**src/rtl/sfc_pkg.sv**
```systemverilog
// ----------------------------------------------------------------------------
// sfc_pkg: shared types and constants of the sof/eof frame checker
// Byte and checksum widths, register indexes and reset values, and the
// control group that steers the running payload sum.
// ----------------------------------------------------------------------------
package sfc_pkg;

  localparam int ByteW   = 8;
  localparam int SumW    = 16;
  localparam int CfgIdxW = 2;

  // default framing geometry
  localparam int FrameLen     = 104;
  localparam int PayloadFirst = 1;
  localparam int PayloadLen   = 95;
  localparam int SumPos       = 96;
  localparam int EndPos       = 98;

  // register indexes
  localparam logic [CfgIdxW-1:0] CfgStartValue = CfgIdxW'(0);
  localparam logic [CfgIdxW-1:0] CfgEndValue   = CfgIdxW'(1);

  localparam logic [ByteW-1:0] StartValueRst = ByteW'(170);
  localparam logic [ByteW-1:0] EndValueRst   = ByteW'(85);

  typedef struct packed {
    logic shift;   // window moves by one byte
    logic sub_ok;  // byte leaving the payload span was written
    logic add_ok;  // byte entering the payload span was written
  } sum_ctrl_t;

endpackage

```
**src/rtl/sfc_if.sv**
```systemverilog
// ----------------------------------------------------------------------------
// sfc_if: request channels of the sof/eof frame checker
// Valid/ready channels for received bytes and for tagged output bytes.
// ----------------------------------------------------------------------------
interface sfc_in_if;
  logic                      valid;
  logic                      ready;
  logic [sfc_pkg::ByteW-1:0] in_byte;

  modport source (output valid, output in_byte, input ready);
  modport sink (input valid, input in_byte, output ready);
endinterface

interface sfc_out_if;
  logic                      valid;
  logic                      ready;
  logic [sfc_pkg::ByteW-1:0] out_byte;
  logic                      in_frame;
  logic                      frame_first;
  logic                      frame_last;

  modport source (output valid, output out_byte, output in_frame, output frame_first,
                  output frame_last, input ready);
  modport sink (input valid, input out_byte, input in_frame, input frame_first,
                input frame_last, output ready);
endinterface

```
**src/rtl/sfc_cell.sv**
```systemverilog
// ----------------------------------------------------------------------------
// sfc_cell: one byte of the receive window
// Takes the byte of its younger neighbour whenever the window shifts.
// ----------------------------------------------------------------------------
module sfc_cell (
  input  logic                      clk_i,
  input  logic                      shift_i,
  input  logic [sfc_pkg::ByteW-1:0] byte_i,
  output logic [sfc_pkg::ByteW-1:0] byte_o
);

  logic [sfc_pkg::ByteW-1:0] byte_q;

  always_ff @(posedge clk_i) begin
    if (shift_i) begin
      byte_q <= byte_i;
    end
  end

  assign byte_o = byte_q;

endmodule

```
**src/rtl/sfc_sum.sv**
```systemverilog
// ----------------------------------------------------------------------------
// sfc_sum: running payload checksum
// 16-bit wrapping sum over the payload span, updated by one byte in and one
// byte out on every window shift.
// ----------------------------------------------------------------------------
module sfc_sum (
  input  logic                      clk_i,
  input  logic                      rst_ni,
  input  sfc_pkg::sum_ctrl_t        ctrl_i,
  input  logic [sfc_pkg::ByteW-1:0] sub_byte_i,
  input  logic [sfc_pkg::ByteW-1:0] add_byte_i,
  output logic [sfc_pkg::SumW-1:0]  sum_o
);

  logic [sfc_pkg::SumW-1:0] sum_q, sum_d;
  logic [sfc_pkg::SumW-1:0] sub_ext, add_ext;

  assign sub_ext = ctrl_i.sub_ok ? sfc_pkg::SumW'(sub_byte_i) : '0;
  assign add_ext = ctrl_i.add_ok ? sfc_pkg::SumW'(add_byte_i) : '0;
  assign sum_d   = sum_q - sub_ext + add_ext;

  always_ff @(posedge clk_i or negedge rst_ni) begin
    if (!rst_ni) begin
      sum_q <= '0;
    end else if (ctrl_i.shift) begin
      sum_q <= sum_d;
    end
  end

  assign sum_o = sum_q;

endmodule

```
**src/rtl/sof_eof_frame_checker_core.sv**
```systemverilog
// ----------------------------------------------------------------------------
// sof_eof_frame_checker_core: start/end marker framing with additive checksum
// A byte that completes the window is marked pending and tagged from the
// registered window once the output register is free; its result sits there.
// Throughput: one byte per cycle unless output stalls, set by single-step shifts.
// The first FRAME_LEN-1 bytes after reset only fill the window and give no result.
// Reset clears the fill count, checksum, frame count and output valid, and
// loads the start and end marker registers with their defaults.
// ----------------------------------------------------------------------------
module sof_eof_frame_checker_core #(
  parameter int FRAME_LEN     = sfc_pkg::FrameLen,
  parameter int PAYLOAD_FIRST = sfc_pkg::PayloadFirst,
  parameter int PAYLOAD_LEN   = sfc_pkg::PayloadLen,
  parameter int SUM_POS       = sfc_pkg::SumPos,
  parameter int END_POS       = sfc_pkg::EndPos
) (
  input  logic                        clk_i,
  input  logic                        rst_ni,
  input  logic                        cfg_we_i,
  input  logic [sfc_pkg::CfgIdxW-1:0] cfg_idx_i,
  input  logic [sfc_pkg::ByteW-1:0]   cfg_data_i,
  sfc_in_if.sink                      in_i,
  sfc_out_if.source                   out_o
);

  localparam int FillW = $clog2(FRAME_LEN + 1);
  localparam int RemW  = $clog2(FRAME_LEN);
  localparam int SumHi = (PAYLOAD_FIRST + PAYLOAD_LEN > FRAME_LEN) ?
                         FRAME_LEN : PAYLOAD_FIRST + PAYLOAD_LEN;

  logic [sfc_pkg::ByteW-1:0] start_q, end_q;
  logic [FillW-1:0]          fill_q, fill_d;
  logic [RemW-1:0]           rem_q, rem_d;
  logic                      pending_q, pending_d;
  logic                      in_acc, fire, match, full_after;

  logic                      out_valid_q, out_valid_d;
  logic [sfc_pkg::ByteW-1:0] out_byte_q;
  logic                      in_frame_q, first_q, last_q;
  logic                      in_frame_d, first_d, last_d;

  logic [sfc_pkg::ByteW-1:0] x [FRAME_LEN+1];
  logic [sfc_pkg::ByteW-1:0] end_byte, sum_lo, sum_hi, sub_byte, add_byte;
  logic [sfc_pkg::SumW-1:0]  sum;
  sfc_pkg::sum_ctrl_t        sum_ctrl;

  // configuration registers
  always_ff @(posedge clk_i or negedge rst_ni) begin
    if (!rst_ni) begin
      start_q <= sfc_pkg::StartValueRst;
      end_q   <= sfc_pkg::EndValueRst;
    end else if (cfg_we_i) begin
      unique case (cfg_idx_i)
        sfc_pkg::CfgStartValue: start_q <= cfg_data_i;
        sfc_pkg::CfgEndValue:   end_q   <= cfg_data_i;
        default: ;
      endcase
    end
  end

  // handshake
  assign fire        = pending_q && (!out_valid_q || out_o.ready);
  assign in_i.ready  = !pending_q || fire;
  assign in_acc      = in_i.valid && in_i.ready;
  assign full_after  = fill_q >= FillW'(FRAME_LEN - 1);

  assign fill_d    = (in_acc && fill_q != FillW'(FRAME_LEN)) ? fill_q + FillW'(1) : fill_q;
  assign pending_d = in_acc ? full_after : (fire ? 1'b0 : pending_q);

  // cell chain, oldest byte in cell 0, x[FRAME_LEN] is the arriving byte
  assign x[FRAME_LEN] = in_i.in_byte;

  for (genvar k = 0; k < FRAME_LEN; k++) begin : g_cell
    sfc_cell u_cell (
      .clk_i   (clk_i),
      .shift_i (in_acc),
      .byte_i  (x[k+1]),
      .byte_o  (x[k])
    );
  end

  // checksum span; unwritten cells are kept out of the sum
  if (PAYLOAD_FIRST < FRAME_LEN) begin : g_sum_on
    localparam int SubThr = FRAME_LEN - PAYLOAD_FIRST;
    localparam int AddThr = FRAME_LEN - SumHi;
    assign sum_ctrl.sub_ok = fill_q >= FillW'(SubThr);
    assign sum_ctrl.add_ok = fill_q >= FillW'(AddThr);
    assign sub_byte        = x[PAYLOAD_FIRST];
    assign add_byte        = x[SumHi];
  end else begin : g_sum_off
    assign sum_ctrl.sub_ok = 1'b0;
    assign sum_ctrl.add_ok = 1'b0;
    assign sub_byte        = '0;
    assign add_byte        = '0;
  end
  assign sum_ctrl.shift = in_acc;

  sfc_sum u_sum (
    .clk_i      (clk_i),
    .rst_ni     (rst_ni),
    .ctrl_i     (sum_ctrl),
    .sub_byte_i (sub_byte),
    .add_byte_i (add_byte),
    .sum_o      (sum)
  );

  // marker and checksum taps, zero beyond the window
  if (END_POS < FRAME_LEN) begin : g_end_on
    assign end_byte = x[END_POS];
  end else begin : g_end_off
    assign end_byte = '0;
  end

  if (SUM_POS < FRAME_LEN) begin : g_lo_on
    assign sum_lo = x[SUM_POS];
  end else begin : g_lo_off
    assign sum_lo = '0;
  end

  if (SUM_POS + 1 < FRAME_LEN) begin : g_hi_on
    assign sum_hi = x[SUM_POS+1];
  end else begin : g_hi_off
    assign sum_hi = '0;
  end

  assign match = (x[0] == start_q) && (end_byte == end_q) && (sum == {sum_hi, sum_lo});

  // tagging of the oldest byte
  always_comb begin
    in_frame_d = 1'b0;
    first_d    = 1'b0;
    last_d     = 1'b0;
    rem_d      = rem_q;
    if (rem_q != '0) begin
      in_frame_d = 1'b1;
      last_d     = rem_q == RemW'(1);
      rem_d      = rem_q - RemW'(1);
    end else if (match) begin
      in_frame_d = 1'b1;
      first_d    = 1'b1;
      rem_d      = RemW'(FRAME_LEN - 1);
      last_d     = (FRAME_LEN == 1);
    end
  end

  assign out_valid_d = fire ? 1'b1 : (out_o.ready ? 1'b0 : out_valid_q);

  always_ff @(posedge clk_i or negedge rst_ni) begin
    if (!rst_ni) begin
      fill_q      <= '0;
      pending_q   <= 1'b0;
      rem_q       <= '0;
      out_valid_q <= 1'b0;
    end else begin
      fill_q      <= fill_d;
      pending_q   <= pending_d;
      out_valid_q <= out_valid_d;
      if (fire) begin
        rem_q <= rem_d;
      end
    end
  end

  always_ff @(posedge clk_i) begin
    if (fire) begin
      out_byte_q <= x[0];
      in_frame_q <= in_frame_d;
      first_q    <= first_d;
      last_q     <= last_d;
    end
  end

  assign out_o.valid       = out_valid_q;
  assign out_o.out_byte    = out_byte_q;
  assign out_o.in_frame    = in_frame_q;
  assign out_o.frame_first = first_q;
  assign out_o.frame_last  = last_q;

  // a result is only formed from a full window
  a_pending_full: assert property (@(posedge clk_i) disable iff (!rst_ni)
    pending_q |-> fill_q == FillW'(FRAME_LEN))
    else $error("result pending on a partly filled window");

  // the window never shifts past a byte whose result is still owed
  a_no_overrun: assert property (@(posedge clk_i) disable iff (!rst_ni)
    (in_acc && pending_q) |-> fire)
    else $error("window shifted over an untagged byte");

  // frame count steps down by one per tagged frame byte
  a_rem_step: assert property (@(posedge clk_i) disable iff (!rst_ni)
    (fire && rem_q != '0) |=> rem_q == $past(rem_q) - RemW'(1))
    else $error("frame byte count out of step");

  // a validated start loads the count of frame bytes still to follow
  a_rem_load: assert property (@(posedge clk_i) disable iff (!rst_ni)
    (fire && rem_q == '0 && match) |=> rem_q == RemW'(FRAME_LEN - 1))
    else $error("frame count not loaded on start");

endmodule

```
**src/flat_wrapper.sv**
```systemverilog
// flat-port wrapper written by rule: the top's interface ports become plain ports
module sof_eof_frame_checker_core_flat 
#(
  parameter int FRAME_LEN     = sfc_pkg::FrameLen,
  parameter int PAYLOAD_FIRST = sfc_pkg::PayloadFirst,
  parameter int PAYLOAD_LEN   = sfc_pkg::PayloadLen,
  parameter int SUM_POS       = sfc_pkg::SumPos,
  parameter int END_POS       = sfc_pkg::EndPos
)
  (clk_i, rst_ni, cfg_we_i, cfg_idx_i, cfg_data_i, in_i_valid, in_i_in_byte, in_i_ready, out_o_valid, out_o_out_byte, out_o_in_frame, out_o_frame_first, out_o_frame_last, out_o_ready);
  sfc_in_if in_i_i ();
  sfc_out_if out_o_i ();
  input  logic clk_i;
  input  logic rst_ni;
  input  logic cfg_we_i;
  input  logic [sfc_pkg::CfgIdxW-1:0] cfg_idx_i;
  input  logic [sfc_pkg::ByteW-1:0] cfg_data_i;
  input wire logic [$bits(in_i_i.valid)-1:0] in_i_valid;
  input wire logic [$bits(in_i_i.in_byte)-1:0] in_i_in_byte;
  output wire logic [$bits(in_i_i.ready)-1:0] in_i_ready;
  output wire logic [$bits(out_o_i.valid)-1:0] out_o_valid;
  output wire logic [$bits(out_o_i.out_byte)-1:0] out_o_out_byte;
  output wire logic [$bits(out_o_i.in_frame)-1:0] out_o_in_frame;
  output wire logic [$bits(out_o_i.frame_first)-1:0] out_o_frame_first;
  output wire logic [$bits(out_o_i.frame_last)-1:0] out_o_frame_last;
  input wire logic [$bits(out_o_i.ready)-1:0] out_o_ready;
  assign in_i_i.valid = in_i_valid;
  assign in_i_i.in_byte = in_i_in_byte;
  assign in_i_ready = in_i_i.ready;
  assign out_o_valid = out_o_i.valid;
  assign out_o_out_byte = out_o_i.out_byte;
  assign out_o_in_frame = out_o_i.in_frame;
  assign out_o_frame_first = out_o_i.frame_first;
  assign out_o_frame_last = out_o_i.frame_last;
  assign out_o_i.ready = out_o_ready;
  sof_eof_frame_checker_core #(.FRAME_LEN(FRAME_LEN), .PAYLOAD_FIRST(PAYLOAD_FIRST), .PAYLOAD_LEN(PAYLOAD_LEN), .SUM_POS(SUM_POS), .END_POS(END_POS)) u_core (.clk_i(clk_i), .rst_ni(rst_ni), .cfg_we_i(cfg_we_i), .cfg_idx_i(cfg_idx_i), .cfg_data_i(cfg_data_i), .in_i(in_i_i), .out_o(out_o_i));
endmodule
```
**config.mk**
```make
export PLATFORM = sky130hd
export DESIGN_NAME = sof_eof_frame_checker_core_flat
export DESIGN_NICKNAME = d
export VERILOG_FILES = /design/src/rtl/sfc_pkg.sv /design/src/rtl/sfc_if.sv /design/src/rtl/sfc_cell.sv /design/src/rtl/sfc_sum.sv /design/src/rtl/sof_eof_frame_checker_core.sv /design/src/flat_wrapper.sv
export SDC_FILE = /design/constraint.sdc
export NUM_CORES = 1
export LEC_CHECK = 0
export BUFFER_PORTS_ARGS = -buffer_cell sky130_fd_sc_hd__buf_2
export CAP_MARGIN = 15
export CORE_ASPECT_RATIO = 1.5
export CORE_MARGIN = 1
export CORE_UTILIZATION = 30
export DETAILED_ROUTE_END_ITERATION = 8
export HOLD_SLACK_MARGIN = 0.1
export PLACE_DENSITY = 0.51
export SLEW_MARGIN = 20
export SYNTH_ARGS = -nofsm -noshare
export SYNTH_HDL_FRONTEND = slang
export SYNTH_HIERARCHICAL = 1
export SYNTH_SLANG_ARGS = --single-unit
```
**constraint.sdc**
```tcl
create_clock -name clk_i -period 28.3 [get_ports clk_i]
set_input_delay 4.245 -clock clk_i [delete_from_list [all_inputs] [get_ports clk_i]]
set_output_delay 4.245 -clock clk_i [all_outputs]
set_load 0.01 [all_outputs]
```
# After elaboration in Yosys (flattened, before gate mapping)
# Index checks and enable logic that the tools add are counted.
# word_totals
reg_bits	891
output_inout_bits	13
# op_classes
n_addsub	4
magnitude_cmp	2
eq_ne	6
n_mux	9
n_reduce_logical	17
# ops
operator	count
16-bit by 8-bit adder with 16-bit output	1
16-bit == test	1
8-bit == test	2
8-bit 2-to-1 mux	2
16-bit subtractor	1
7-bit 2-to-1 mux	2
7-bit by 1-bit adder with 7-bit output (second input constant)	1
7-bit by 1-bit == test with 1-bit output (second input constant)	1
7-bit by 4-bit greater-or-equal comparator with 1-bit output (second input constant)	1
7-bit greater-or-equal comparator (second input constant)	1
7-bit inequality test (second input constant)	1
7-bit nonzero test	1
7-bit by 1-bit subtractor with 7-bit output (second input constant)	1
2-bit AND reduction	3
2-bit nonzero test	3
1-bit logical AND	5
1-bit 2-to-1 mux	5
2-bit by 1-bit == test with 1-bit output (second input constant)	1
1-bit logical NOT	2
2-bit logical NOT	1
1-bit logical OR	2

# Logic depth before layout (Yosys ltp)
# Gate-level depths: netlist (run 1).
# logic_depth
depth_word	6
mapped_depth	16

# Modules after synthesis
# Netlist (run 1), hierarchy kept.
# modules_own_cells
module	instances	cells_per_inst	area_each_um2	seq_area_each_um2
sfc_cell	104	8	240.2	240.2
sof_eof_frame_checker_core	1	174	2167.1	1141.1
sfc_sum	1	205	1729.2	400.4

# Worst setup path before layout (run 1)
# No wires, ideal clock.
# synth_path
path_kind	in2reg
start	input port out_o_ready
end	register u_core.fill_q[1]
setup_time_ns	0.149
t_arrival_ns	30.181
slack_ns	-2.031
stages	5
cell_sequence	nand3b_1 and2_1 clkbuf_1 nand2_1 mux2_2
# synth_via
elab_chain_len	5
# synth_rtl
element	line_no	rtl
from (decl)	flat_wrapper.sv:26	input wire logic [$bits(out_o_i.ready)-1:0] out_o_ready;
1-bit logical OR	sof_eof_frame_checker_core.sv:62	assign fire = pending_q && (!out_valid_q || out_o.ready);
1-bit logical AND	sof_eof_frame_checker_core.sv:62	
1-bit logical OR	sof_eof_frame_checker_core.sv:63	assign in_i.ready = !pending_q || fire;
1-bit logical AND	sof_eof_frame_checker_core.sv:64	assign in_acc = in_i.valid && in_i.ready;
net u_core.in_acc	sof_eof_frame_checker_core.sv:35	logic in_acc, fire, match, full_after;
1-bit logical AND	sof_eof_frame_checker_core.sv:67	assign fill_d = (in_acc && fill_q != FillW'(FRAME_LEN)) ? fill_q + FillW'(1) : fill_q;
to (signal assigned)	sof_eof_frame_checker_core.sv:155	fill_q <= fill_d;
to (decl)	sof_eof_frame_checker_core.sv:32	logic [FillW-1:0] fill_q, fill_d;
# The timed path passes the listed nets, and every way through them passes these cells.
# A chain may end at the register's enable or synchronous reset.

# Final worst setup path (run 1)
# layout_path
start	input port out_o_ready
end	output port in_i_ready
# layout_via
elab_chain_len	3
# layout_rtl
element	line_no	rtl
1-bit logical OR	sof_eof_frame_checker_core.sv:62	
1-bit logical AND	sof_eof_frame_checker_core.sv:62	
1-bit logical OR	sof_eof_frame_checker_core.sv:63	
to (decl)	flat_wrapper.sv:20	output wire logic [$bits(in_i_i.ready)-1:0] in_i_ready;
# Every way passes these cells.

==> reports/metrics.csv, run 1 <==
stage;metric;value;unit
status;status;completed;
synth;sequential cell area fraction in the yosys report;91.8;%
grt;initial antenna violation count;2;
critical_path;Worst R2R Setup Slack;24.04;ns
synth;syn_nets;1263;
sta;Slew @ Worst Pin;1.07;ns
synth;Compound-Gate Fraction of Synth Area;1.60;%
critical_path;CP Buf/Inv Count;2;
layout;Multi-input gate area;2160;um2
synth;Async SR Flop Fraction;5.39;%
placed_design;DP HPWL;20800;um
critical_path;crit path DAT;4.73;ns
synth;Yosys reg bits;891;
synth;ranking of synthesized cells by area;edfxtp_1 88%, dfrtp_1 3.5%, xnor2_1 1.3%, ha_1 0.91%, dfstp_2 0.73%;
routing;Detail Route Antenna Nets;0;
routing;drt total wl;41300;um
synth;fraction of the mapped netlist area in simple logic gates;2.02;%
sta;Final Cycle Share;31.7;%
synth;YS warnings;6;
critical_path;critical-path cell list;buf_2 -> nand3b_1 -> buf_2;
sta;RSZ-0062 raised after global routing;no;
critical_path;critical path fanouts, max;3;
flow_run;max_cap viols;0;
synth;Post-Synthesis Cells;1211;
clock_network;CTS tree;built;
grt;Total GRT Usage;8.54;%
worst_hold_path;Hold Path End;u_core/g_cell[7].u_cell/byte_o[5];
routing;vias after detailed routing;10974;
clock_network;clock latency on the worst-skew pair;0.62;ns
critical_path;CP dominant cell by count;buf_2;
sta;Final WS setup;19.32;ns
synth;Synth Cell Area;28900;um2
die;io pins;36;
sta;Final setup viols;0;
placed_design;Placer Congestion;0.783;
clock_network;Hold Buf Count CTS;0;
grt;vias in the first global route;11164;
sta;Max-slew headroom;28.7;%
die;Die Ht;382;um
die;core area;95500;um2
grt;Remaining Overflow, GRT;0;
critical_path;Top Family by Delay on Critical Path;buffers and inverters;
pwr;Leakage;11.4;nW
layout;Synth-to-Final Area Change;16.0;%
routing;drt drc;0;
critical_path;r2r startpoint;u_core/fill_q[0];
clock_network;Reg clk slew, reported paths;0.06;ns
critical_path;Reg2Reg Depth;14;
clock_network;CTS Buf Count;83;
critical_path;CP Capture Type;primary output;
critical_path;R2R Path End;u_core/u_sum/sum_o[15];
sta;fmax;111;MHz
die;die area;97500;um2
synth;XOR/XNOR Fraction of Synth Area;1.43;%
routing;WL per Instance;15.5;um
die;Core Rows;139;
clock_network;Root Driver;clkbuf_16;
worst_hold_path;Worst Hold Depth;0;
pwr;Peak VDD IR;0.0558;mV
critical_path;CP Class;input pin to primary output;
routing;DR vias/cell;4.11;
worst_hold_path;beginning of the worst hold path;u_core/g_cell[8].u_cell/byte_o[5];
synth;Synth top area share;87.7;%
sta;Hold Violations, Final;0;
placed_design;quantity of I/O buffers inserted on ports;35;
synth;Synth area leader;edfxtp_1;
routing;1st-iter DRT viols;1050;
grt;largest net degree at the start of global routing;221;
critical_path;delay of the slowest critical-path stage;0.20;ns
placed_design;dpl ws;19.34;ns
clock_network;CTS Buffer Depth;3;
pwr;Pwr Density;91.3;nW/um2
synth;synthesized area per cell;23.8;um2
routing;DR pass1 iterations;4;
layout;share of cells above drive strength 1;15.0;%
layout;filler cell count in the final layout;8678;
sta;Fin Clk Skew;0.0180;ns
sta;Fin Setup TNS;0;ns
layout;Final nets;1383;
die;Initial Utilization;30.2;%
grt;global-route wire length before repair;65600;um
clock_network;CTS resizes;0;
die;DIE WIDTH;255;um
worst_hold_path;HP Class;register to register;
critical_path;Setup crit start kind;input pin;
synth;post-synthesis adder-cell area fraction;1.46;%
critical_path;Crit-path slowest cell;nand3b_1;
synth;Main synth FF type;edfxtp_1;
clock_network;total setup buffers inserted after CTS;0;
clock_network;H-tree depth;3;
critical_path;Worst EP required;24.05;ns
synth;synth unique cells;58;
synth;Post-synth EDFFs;843;
synth;combinational family with the most area after synthesis;simple AND/OR/NAND/NOR gates;
sta;Final Max Tran Viols;0;
sta;Period minus WS final;8.98;ns
layout;Reg area;26500;um2
synth;post-synthesis mux area share;0.944;%
clock_network;clock sink count;891;
-- state kept, by name (all words and copies together) (netlist names) --
signal,cells
u_core/out_o.in_frame,1
u_core/u_sum/sum_o,16
u_core/end_q,8
u_core/pending_q,1
u_core/out_o.out_byte,8
u_core/out_o.frame_first,1
u_core/g_cell.u_cell/byte_o,832
u_core/start_q,8
u_core/out_o.frame_last,1
u_core/out_o.valid,1
u_core/rem_q,7
u_core/fill_q,7
-- cells by family (layout without fill, tap and decap cells) --
group                      Yosys count  in the layout
other                                0              1
adders and majority gates           29             29
AOI/OAI and AO/OA                   66             66
and+or+nand+nor                    104            104
xor gates and xnor gates            47             47
muxes                               25             25
buffers and inverters               49            235
DFF                                891            891
-- synthesized netlist by cell type, drive strengths merged (2+ instances only) --
master,instances
or4,2
dfstp,8
nand2,25
a211oi,3
edfxtp,843
o21a,5
buf,5
o31ai,2
nand3b,3
a31oi,6
ha,21
o21ai,11
and2,11
clkbuf,5
mux2i,7
and3,4
o211ai,3
xor2,5
a211o,3
fa,8
o2111ai,2
a21oi,14
a21o,5
mux2,18
nand2b,3
dfrtp,40
o21bai,2
inv,39
nor2,14
nand3,7
xnor2,42
o22ai,3
nand4,14
a41oi,2
nor4,3
nor2b,3
nor3,9
-- final cells by class --
class | count | share of cell area, %
Sequential cell | 891 | 79.2
Clock buffer | 108 | 6.78
Clock inverter | 43 | 1.48
Inverter | 39 | 0.437
Timing Repair Buffer | 45 | 0.941
Antenna cell | 1 | 0.00747
Tap cell | 1269 | 4.74
Multi-Input combinational cell | 271 | 6.45
-- power breakdown --
part / switching [W] / total [W] / internal, W / leakage (nW)
clock network: 0.000474 / 0.00113 / 0.000653 / 1.34
logic: 0.000200 / 0.000338 / 0.000138 / 1.21
registers: 0.0000474 / 0.00159 / 0.00155 / 8.81
total: 0.000721 / 0.00306 / 0.00234 / 11.4
-- how the worst max path moves through the flow --
stage               cells after the start  slack (ns)   startpoint               end
floorplan                               5       11.62  out_o_ready  u_core/fill_q[1]
global placement                        3       19.36  out_o_ready        in_i_ready
detailed placement                      3       19.34  out_o_ready        in_i_ready
CTS                                     3       19.34  out_o_ready        in_i_ready
global route                            3       19.30  out_o_ready        in_i_ready
finish                                  3       19.32  out_o_ready        in_i_ready
-- per-layer routing --
layer	track usage, %	vias to the layer above	routed length (um)
met5	0	-	27
met4	3.86	4	1170
met3	2.46	83	2280
met2	11.5	220	17400
met1	12.6	5685	20400
li1	-	4982	-
-- cells in the final DEF, fill, tap and decap left out, types with 17 or more instances in the layout --
cell type,n
xnor2_1,42
dfrtp_1,40
nand2_1,25
buf_2,35
mux2_2,18
edfxtp_1,843
ha_1,21
inv_1,39
clkbuf_16,85
clkbuf_1,17
-- worst register-to-register path: cells and delay by family, from the launching register on --
kind	cells	cell delay (ns)
DFF	1	0.45
buffers and inverters	1	0.06
adders and majority gates	3	1.15
AOI/OAI and AO/OA	4	1.38
and+or+nand+nor	5	0.95
xor gates and xnor gates	1	0.15
-- metrics by stage --
| stage | power (W) | hold WS (ns) | instances | cell area (um2) | util (%) |
|---|---|---|---|---|---|
| final | 0.00306 | 0.411 | 2667 | 33500 | 35.1 |
| after global routing | 0.00321 | 0.415 | 2666 | 33500 | 35.1 |
| after CTS | 0.00311 | 0.411 | 2664 | 33500 | 35.0 |
| after detailed placement | 0.00196 | 0.405 | 2513 | 30700 | 32.1 |
| after global placement | 0.00195 | 0.401 | 2513 | 30700 | 32.1 |
| after floorplan | 0.00190 | 0.400 | 1211 | 28900 | - |
(Power assumes the default switching activity.)
==> run 2, diff against run 1 <==
--- a/config.mk
+++ b/config.mk
@@ -12,7 +12,7 @@
 export CORE_UTILIZATION = 30
 export DETAILED_ROUTE_END_ITERATION = 8
 export HOLD_SLACK_MARGIN = 0.1
-export PLACE_DENSITY = 0.51
+export PLACE_DENSITY = 0.5
 export SLEW_MARGIN = 20
 export SYNTH_ARGS = -nofsm -noshare
 export SYNTH_HDL_FRONTEND = slang
==> constraint.sdc (replaced) <==
create_clock -name clk_i -period 9.4 [get_ports clk_i]
set_input_delay 1.41 -clock clk_i [delete_from_list [all_inputs] [get_ports clk_i]]
set_output_delay 1.41 -clock clk_i [all_outputs]
set_load 0.01 [all_outputs]
==> run 2 against run 1 <==
Final area down 0.18%. Worst setup slack worse by 14 ns. Sequential share of layout area increased by 0.14 points. Total power grew to 3.0 times the previous value. Sequential power grew to 3.0 times the previous value. Worst hold slack lost 0.011 ns. Combinational power grew to 3.0 times the previous value. Via count down 1.2%. Count of clock-buffer cells in the layout fell by 7. Critical path depth is 11 higher. Critical endpoint is now u_core/u_sum/sum_o[15]. Largest cell class unchanged.
==> reports/metrics.csv, run 2 (synthesized netlist as in run 1, its figures left out) <==
stage;metric;value;unit
grt;initial antenna violation count;3;
pwr;Pwr Density;273;nW/um2
layout;Final nets;1383;
layout;n_diodes;0;
die;DIE WIDTH;255;um
die;core area;95500;um2
pwr;Leakage;11.3;nW
critical_path;crit path DAT;4.58;ns
critical_path;r2r startpoint;u_core/fill_q[0];
sta;Final Cycle Share;43.4;%
pwr;Clock Power Share;36.4;%
routing;drt drc;0;
critical_path;Reg2Reg Depth;14;
critical_path;Setup crit start kind;register;
grt;Remaining Overflow, GRT;0;
placed_design;quantity of I/O buffers inserted on ports;35;
pwr;Combinational Power Share;11.1;%
sta;fmax;245;MHz
clock_network;H-tree depth;3;
layout;Final Instance Count excl. Fillers;2665;
clock_network;clock latency on the worst-skew pair;0.62;ns
die;Die Ht;382;um
routing;WL per Instance;15.1;um
status;status;completed;
pwr;Flop pwr share;52.5;%
grt;largest net degree at the start of global routing;214;
critical_path;CP Buf/Inv Count;1;
layout;max reg flops;832;
clock_network;CTS tree;built;
flow_run;max_cap viols;0;
routing;Detail Route Antenna Nets;0;
pwr;P_sw;0.00218;W
grt;GR Layer Usage met3;2.28;%
placed_design;post-placement cell area;30700;um2
sta;Max-slew headroom;31.7;%
critical_path;CP Class;register to register;
layout;most frequent cells in the layout;843 x edfxtp_1, 85 x clkbuf_16, 42 x xnor2_1;
sta;Period minus WS final;4.08;ns
layout;Finished Cell Area;33400;um2
routing;drt total wl;40100;um
worst_hold_path;HP Class;register to register;
clock_network;CTS Buffer Depth;3;
pwr;Sw Ratio;23.8;%
clock_network;total setup buffers inserted after CTS;0;
sta;RSZ-0062 raised after global routing;no;
clock_network;clock sink count;891;
critical_path;R2R Path End;u_core/u_sum/sum_o[15];
grt;met2 Resource Use GR;12.0;%
worst_hold_path;Worst Hold Depth;0;
clock_network;Root Driver;clkbuf_16;
placed_design;placed insts;2514;
placed_design;Placer Congestion;0.783;
clock_network;Reg clk slew, reported paths;0.07;ns
routing;DR vias/cell;4.07;
critical_path;critical path fanouts, max;9;
die;io pins;36;
critical_path;Worst R2R Setup Slack;5.32;ns
worst_hold_path;Hold Path End;u_core/g_cell[90].u_cell/byte_o[4];
critical_path;delay of the slowest critical-path stage;0.57;ns
pwr;P_int;0.00697;W
critical_path;critical-path cell list;ha_1 -> a21oi_1 -> nor2b_1 -> o311a_1 -> and2_1 -> fa_1 -> inv_1 -> ha_1 -> a211oi_1 -> nor2_1 -> o21ai_0 -> nor3_1 -> or3b_1 -> xor2_1;
sta;Final setup viols;0;
critical_path;Worst EP required;9.90;ns
routing;1st-iter DRT viols;999;
routing;DR pass1 iterations;5;
sta;Final Max Tran Viols;0;
sta;Hold Violations, Final;0;
critical_path;Crit-path slowest cell;fa_1;
layout;share of cells above drive strength 1;15.3;%
sta;Slew @ Worst Pin;1.02;ns
placed_design;DP HPWL;19600;um
grt;Total GRT Usage;8.40;%
critical_path;Top Family by Delay on Critical Path;compound AO/OA/AOI/OAI gates;
clock_network;Hold Buf Count CTS;0;
layout;filler cell count in the final layout;8753;
clock_network;CTS Buf Count;82;
layout;Synth-to-Final Area Change;15.8;%
grt;vias in the first global route;11191;
sta;Fin Clk Skew;0.0195;ns
sta;Fin Setup TNS;0;ns
grt;GR Layer Usage met1;11.9;%
die;Initial Utilization;30.2;%
grt;GR peak layer;met2;
die;Core Rows;139;
layout;commonest non-fill, non-tap cell in the layout;edfxtp_1;
routing;vias after detailed routing;10846;
die;die area;97500;um2
critical_path;CP Capture Type;register;
pwr;Peak VDD IR;0.138;mV
grt;global-route wire length before repair;65100;um
worst_hold_path;beginning of the worst hold path;u_core/g_cell[91].u_cell/byte_o[4];
critical_path;CP dominant cell by count;ha_1;
clock_network;CTS resizes;0;
layout;Util after Layout;35.0;%
## run 2: worst reg2reg max path: stages (launching register included)
cell and delay, ns:
dfrtp_1 0.45, ha_1 0.29, a21oi_1 0.14, nor2b_1 0.07, o311a_1 0.41, and2_1 0.22, fa_1 0.57, inv_1 0.07
ha_1 0.31, a211oi_1 0.27, nor2_1 0.13, o21ai_0 0.40, nor3_1 0.11, or3b_1 0.38, xor2_1 0.15
## run 2: stage by stage
| stage | total power (W) | setup slack (ns) | hold WS [ns] |
|---|---|---|---|
| after floorplan | 0.00567 | 0.576 | 0.400 |
| after global placement | 0.00586 | 5.38 | 0.400 |
| after global routing | 0.00959 | 5.02 | 0.407 |
| after CTS | 0.00930 | 5.35 | 0.399 |
| after detailed placement | 0.00589 | 5.32 | 0.405 |
| final | 0.00914 | 5.32 | 0.400 |
## run 2: area by class of cell
class                   count  area, um2  area share (%)
flip-flops and latches    891      26500            79.3
inverters                  39        146           0.438
clock buffers             101       2230            6.66
clock inverters            48        484            1.45
multi-input cells         271       2160            6.44
repair buffers             46        323           0.965
well taps                1269       1590            4.75
## run 2: power groups by stage
stage / combinational (W) / clock [W] / sequential (W)
after CTS: 0.00101 / 0.00348 / 0.00481
after detailed placement: 0.00101 / 0 / 0.00488
after global placement: 0.000984 / 0 / 0.00488
after global routing: 0.00115 / 0.00361 / 0.00483
final: 0.00101 / 0.00333 / 0.00480
after floorplan: 0.000809 / 0 / 0.00486
## run 2: how the worst max path moves through the flow
| stage | from | endpoint | cells past startpoint | slack [ns] |
|---|---|---|---|---|
| after CTS | u_core/fill_q[0] | u_core/u_sum/sum_o[15] | 14 | 5.35 |
| after global placement | u_core/fill_q[0] | u_core/u_sum/sum_o[15] | 14 | 5.38 |
| final | u_core/fill_q[0] | u_core/u_sum/sum_o[15] | 14 | 5.32 |
| after global routing | u_core/fill_q[0] | u_core/u_sum/sum_o[15] | 14 | 5.02 |
| after detailed placement | out_o_ready | u_core/g_cell[67].u_cell/byte_o[4] | 5 | 5.32 |
| after floorplan | out_o_ready | u_core/u_sum/sum_o[0] | 6 | 0.58 |
## run 2: metal layers
metal	routed length [um]	vias to the layer above
met5	19	-
met4	1190	4
met3	1880	86
met2	17600	180
met1	19500	5592
li1	-	4984
==> run 3, diff against run 2 <==
--- a/config.mk
+++ b/config.mk
@@ -5,6 +5,7 @@
 export SDC_FILE = /design/constraint.sdc
 export NUM_CORES = 1
 export LEC_CHECK = 0
+export ABC_AREA = 1
 export BUFFER_PORTS_ARGS = -buffer_cell sky130_fd_sc_hd__buf_2
 export CAP_MARGIN = 15
 export CORE_ASPECT_RATIO = 1.5
==> constraint.sdc (replaced) <==
create_clock -name clk_i -period 4 [get_ports clk_i]
set_input_delay 0.6 -clock clk_i [delete_from_list [all_inputs] [get_ports clk_i]]
set_output_delay 0.6 -clock clk_i [all_outputs]
set_load 0.01 [all_outputs]
==> run 3 against run 2 <==
Via count is 7.0% higher. Worst hold slack worse by 0.24 ns. Sequential power is 130% higher. First-iteration DRC count is 11% lower. Combinational power is 150% higher. Critical endpoint is now u_core/u_sum/sum_o[12]. Largest cell class unchanged. Core utilization is 0.57 points higher. Final area is 2.4% higher. Synthesized cell count is 17% higher. Critical path depth is 2 higher.
==> reports/metrics.csv, run 3 <==
stage;metric;value;unit
synth;combinational family with the most area after synthesis;simple AND/OR/NAND/NOR gates;
synth;Async SR Flop Fraction;5.39;%
pwr;Clock Power Share;36.4;%
synth;sequential cell area fraction in the yosys report;90.8;%
die;core area;96200;um2
layout;Synth-to-Final Area Change;17.2;%
synth;Compound-Gate Fraction of Synth Area;0.856;%
synth;most frequent cell after synthesis;edfxtp_1;
synth;synth unique cells;34;
grt;largest net degree at the start of global routing;130;
sta;RSZ-0062 raised after global routing;no;
die;Die Ht;384;um
grt;Total GRT Usage;8.20;%
synth;synthesized area per cell;20.6;um2
worst_hold_path;HP Class;input pin to register;
grt;Remaining Overflow, GRT;0;
routing;1st-iter DRT viols;887;
clock_network;CTS Buffer Depth;3;
layout;commonest non-fill, non-tap cell in the layout;edfxtp_1;
routing;drt total wl;39400;um
sta;Final setup viols;0;
routing;Detail Route Antenna Nets;0;
layout;Final nets;1620;
clock_network;clock sink count;891;
die;DIE WIDTH;257;um
die;Core Rows;139;
routing;vias after detailed routing;11603;
status;status;completed;
synth;Yosys reg bits;891;
pwr;Leakage;12.3;nW
synth;fraction of the mapped netlist area in simple logic gates;4.31;%
placed_design;post-placement cell area;31400;um2
critical_path;Worst R2R Setup Slack;0.61;ns
critical_path;critical path fanouts, max;9;
pwr;Sw Ratio;24.3;%
synth;Synth Cell Area;29200;um2
sta;Final Cycle Share;84.8;%
clock_network;CTS tree;built;
layout;Final Instance Count excl. Fillers;2906;
die;Initial Utilization;30.4;%
routing;Met3 Wirelength;1760;um
pwr;P_int;0.0164;W
sta;Period minus WS final;3.39;ns
pwr;Flop pwr share;52.0;%
routing;met1 wire length;19600;um
layout;most frequent cells in the layout;843 x edfxtp_1, 211 x nand2_1, 116 x inv_1;
grt;initial antenna violation count;0;
routing;routed wl met2;16900;um
flow_run;max_cap viols;0;
synth;Synth top area share;86.6;%
critical_path;CP Class;register to register;
pwr;Pwr Density;632;nW/um2
layout;Util after Layout;35.6;%
die;io pins;36;
clock_network;H-tree depth;3;
synth;XOR/XNOR Fraction of Synth Area;0.959;%
sta;fmax;295;MHz
synth;ranking of synthesized cells by area;edfxtp_1 87%, dfrtp_1 3.4%, nand2_1 2.7%, inv_1 1.5%, ha_1 0.90%;
sta;Fin Clk Skew;0.0300;ns
critical_path;CP Capture Type;register;
critical_path;Setup crit start kind;register;
grt;global-route wire length before repair;65100;um
grt;vias in the first global route;11827;
pwr;Peak VDD IR;0.312;mV
critical_path;crit path DAT;3.91;ns
sta;Final Max Tran Viols;0;
layout;filler cell count in the final layout;8832;
clock_network;CTS Buf Count;84;
routing;WL per Instance;13.6;um
sta;Max-slew headroom;45.8;%
layout;n_diodes;0;
layout;Finished Cell Area;34200;um2
clock_network;Root Driver;clkbuf_16;
sta;Slew @ Worst Pin;0.809;ns
routing;drt drc;0;
pwr;P_sw;0.00526;W
placed_design;DP HPWL;20200;um
synth;Synth area leader;edfxtp_1;
synth;syn_nets;1474;
placed_design;placed insts;2747;
routing;DR pass1 iterations;5;
synth;Main synth FF type;edfxtp_1;
die;die area;98700;um2
layout;share of cells above drive strength 1;14.1;%
pwr;Combinational Power Share;11.6;%
placed_design;Placer Congestion;0.743;
synth;Post-Synthesis Cells;1422;
routing;Highest Signal Layer;met4;
layout;max reg flops;832;
synth;Post-synth top cells;843 x edfxtp_1, 211 x nand2_1, 118 x inv_1;
sta;Fin Setup TNS;0;ns
synth;Post-synth EDFFs;843;
placed_design;quantity of I/O buffers inserted on ports;35;
routing;DR vias/cell;3.99;
synth;YS warnings;6;
sta;hold_ws;0.158;ns
sta;Hold Violations, Final;0;
synth;post-synthesis mux area share;0;%
critical_path;Worst EP required;4.52;ns
clock_network;clock latency on the worst-skew pair;0.63;ns
clock_network;Reg clk slew, reported paths;0.06;ns
synth;post-synthesis adder-cell area fraction;1.45;%
## run 3: changes by cell type in the layout (fill, tap and decap cells not counted), moves of 12 or more
cell     delta
buf_12     +15
nor2_1     +18
xnor2_1    -16
nand4_1    -12
nand2_1   +186
mux2_2     -18
inv_1      +77
## run 3: logic make-up (layout without fill, tap and decap cells)
group,Yosys count,in the layout
and+or+nand+nor,297,297
AOI/OAI and AO/OA,44,44
xor gates and xnor gates,32,32
DFF,891,891
buffers and inverters,129,344
adders and majority gates,29,29
## run 3: layer usage
layer	up-vias	global-route usage, %
met1	5841	12.0
met2	196	11.4
met3	77	2.02
met5	-	0
met4	0	3.77
li1	5489	-
## run 3: area by class of cell
cell class	count	area, um2	area share (%)
clock buffer	107	2230	6.51
sequential	891	26500	77.5
multi-input combinational	402	2260	6.60
clock inverter	48	529	1.55
tap	1269	1590	4.64
timing repair buffer	67	638	1.86
inverter	122	474	1.38
## run 3: power groups by stage
stage	logic, W	clock network, W	registers, W
floorplan	0.00196	0	0.0115
global placement	0.00247	0	0.0114
detailed placement	0.00254	0	0.0114
CTS	0.00255	0.00823	0.0112
global route	0.00289	0.00854	0.0113
finish	0.00251	0.00788	0.0112
## run 3: critical path, stage by stage (launching register included)
cell     delay, ns
dfrtp_1       0.39
inv_1         0.08
nor3_1        0.28
inv_1         0.08
a31oi_1       0.60
nand2_1       0.11
inv_1         0.11
fa_1          0.47
fa_1          0.44
inv_1         0.11
nand3_1       0.08
nand3_1       0.15
nand3_1       0.12
nand3_1       0.09
nand2_1       0.06
nand3_2       0.07
nand2_1       0.05
## run 3: final timing paths
check	start	endpoint	cells past startpoint
max in group asynchronous	rst_ni	u_core/start_q[7]	3
max	u_core/fill_q[0]	u_core/u_sum/sum_o[12]	16
min	in_i_in_byte[7]	u_core/g_cell[103].u_cell/byte_o[7]	1
min in group asynchronous	rst_ni	u_core/end_q[1]	2
max reg2reg	u_core/fill_q[0]	u_core/u_sum/sum_o[12]	16
min reg2reg	u_core/g_cell[35].u_cell/byte_o[3]	u_core/g_cell[34].u_cell/byte_o[3]	0
## run 3: repair_timing
action / in CTS / in global routing
hold endpoints to repair: 12 / 0
hold buffers: 4 / 0
setup buffers: 0 / 0
resized for setup: 0 / 0
## run 3: through the flow
step                setup WS [ns]  power, W
finish                      0.607    0.0216
global route                0.349    0.0228
CTS                         0.588    0.0220
detailed placement          0.615    0.0140
global placement            0.700    0.0139
floorplan                   -9.79    0.0135
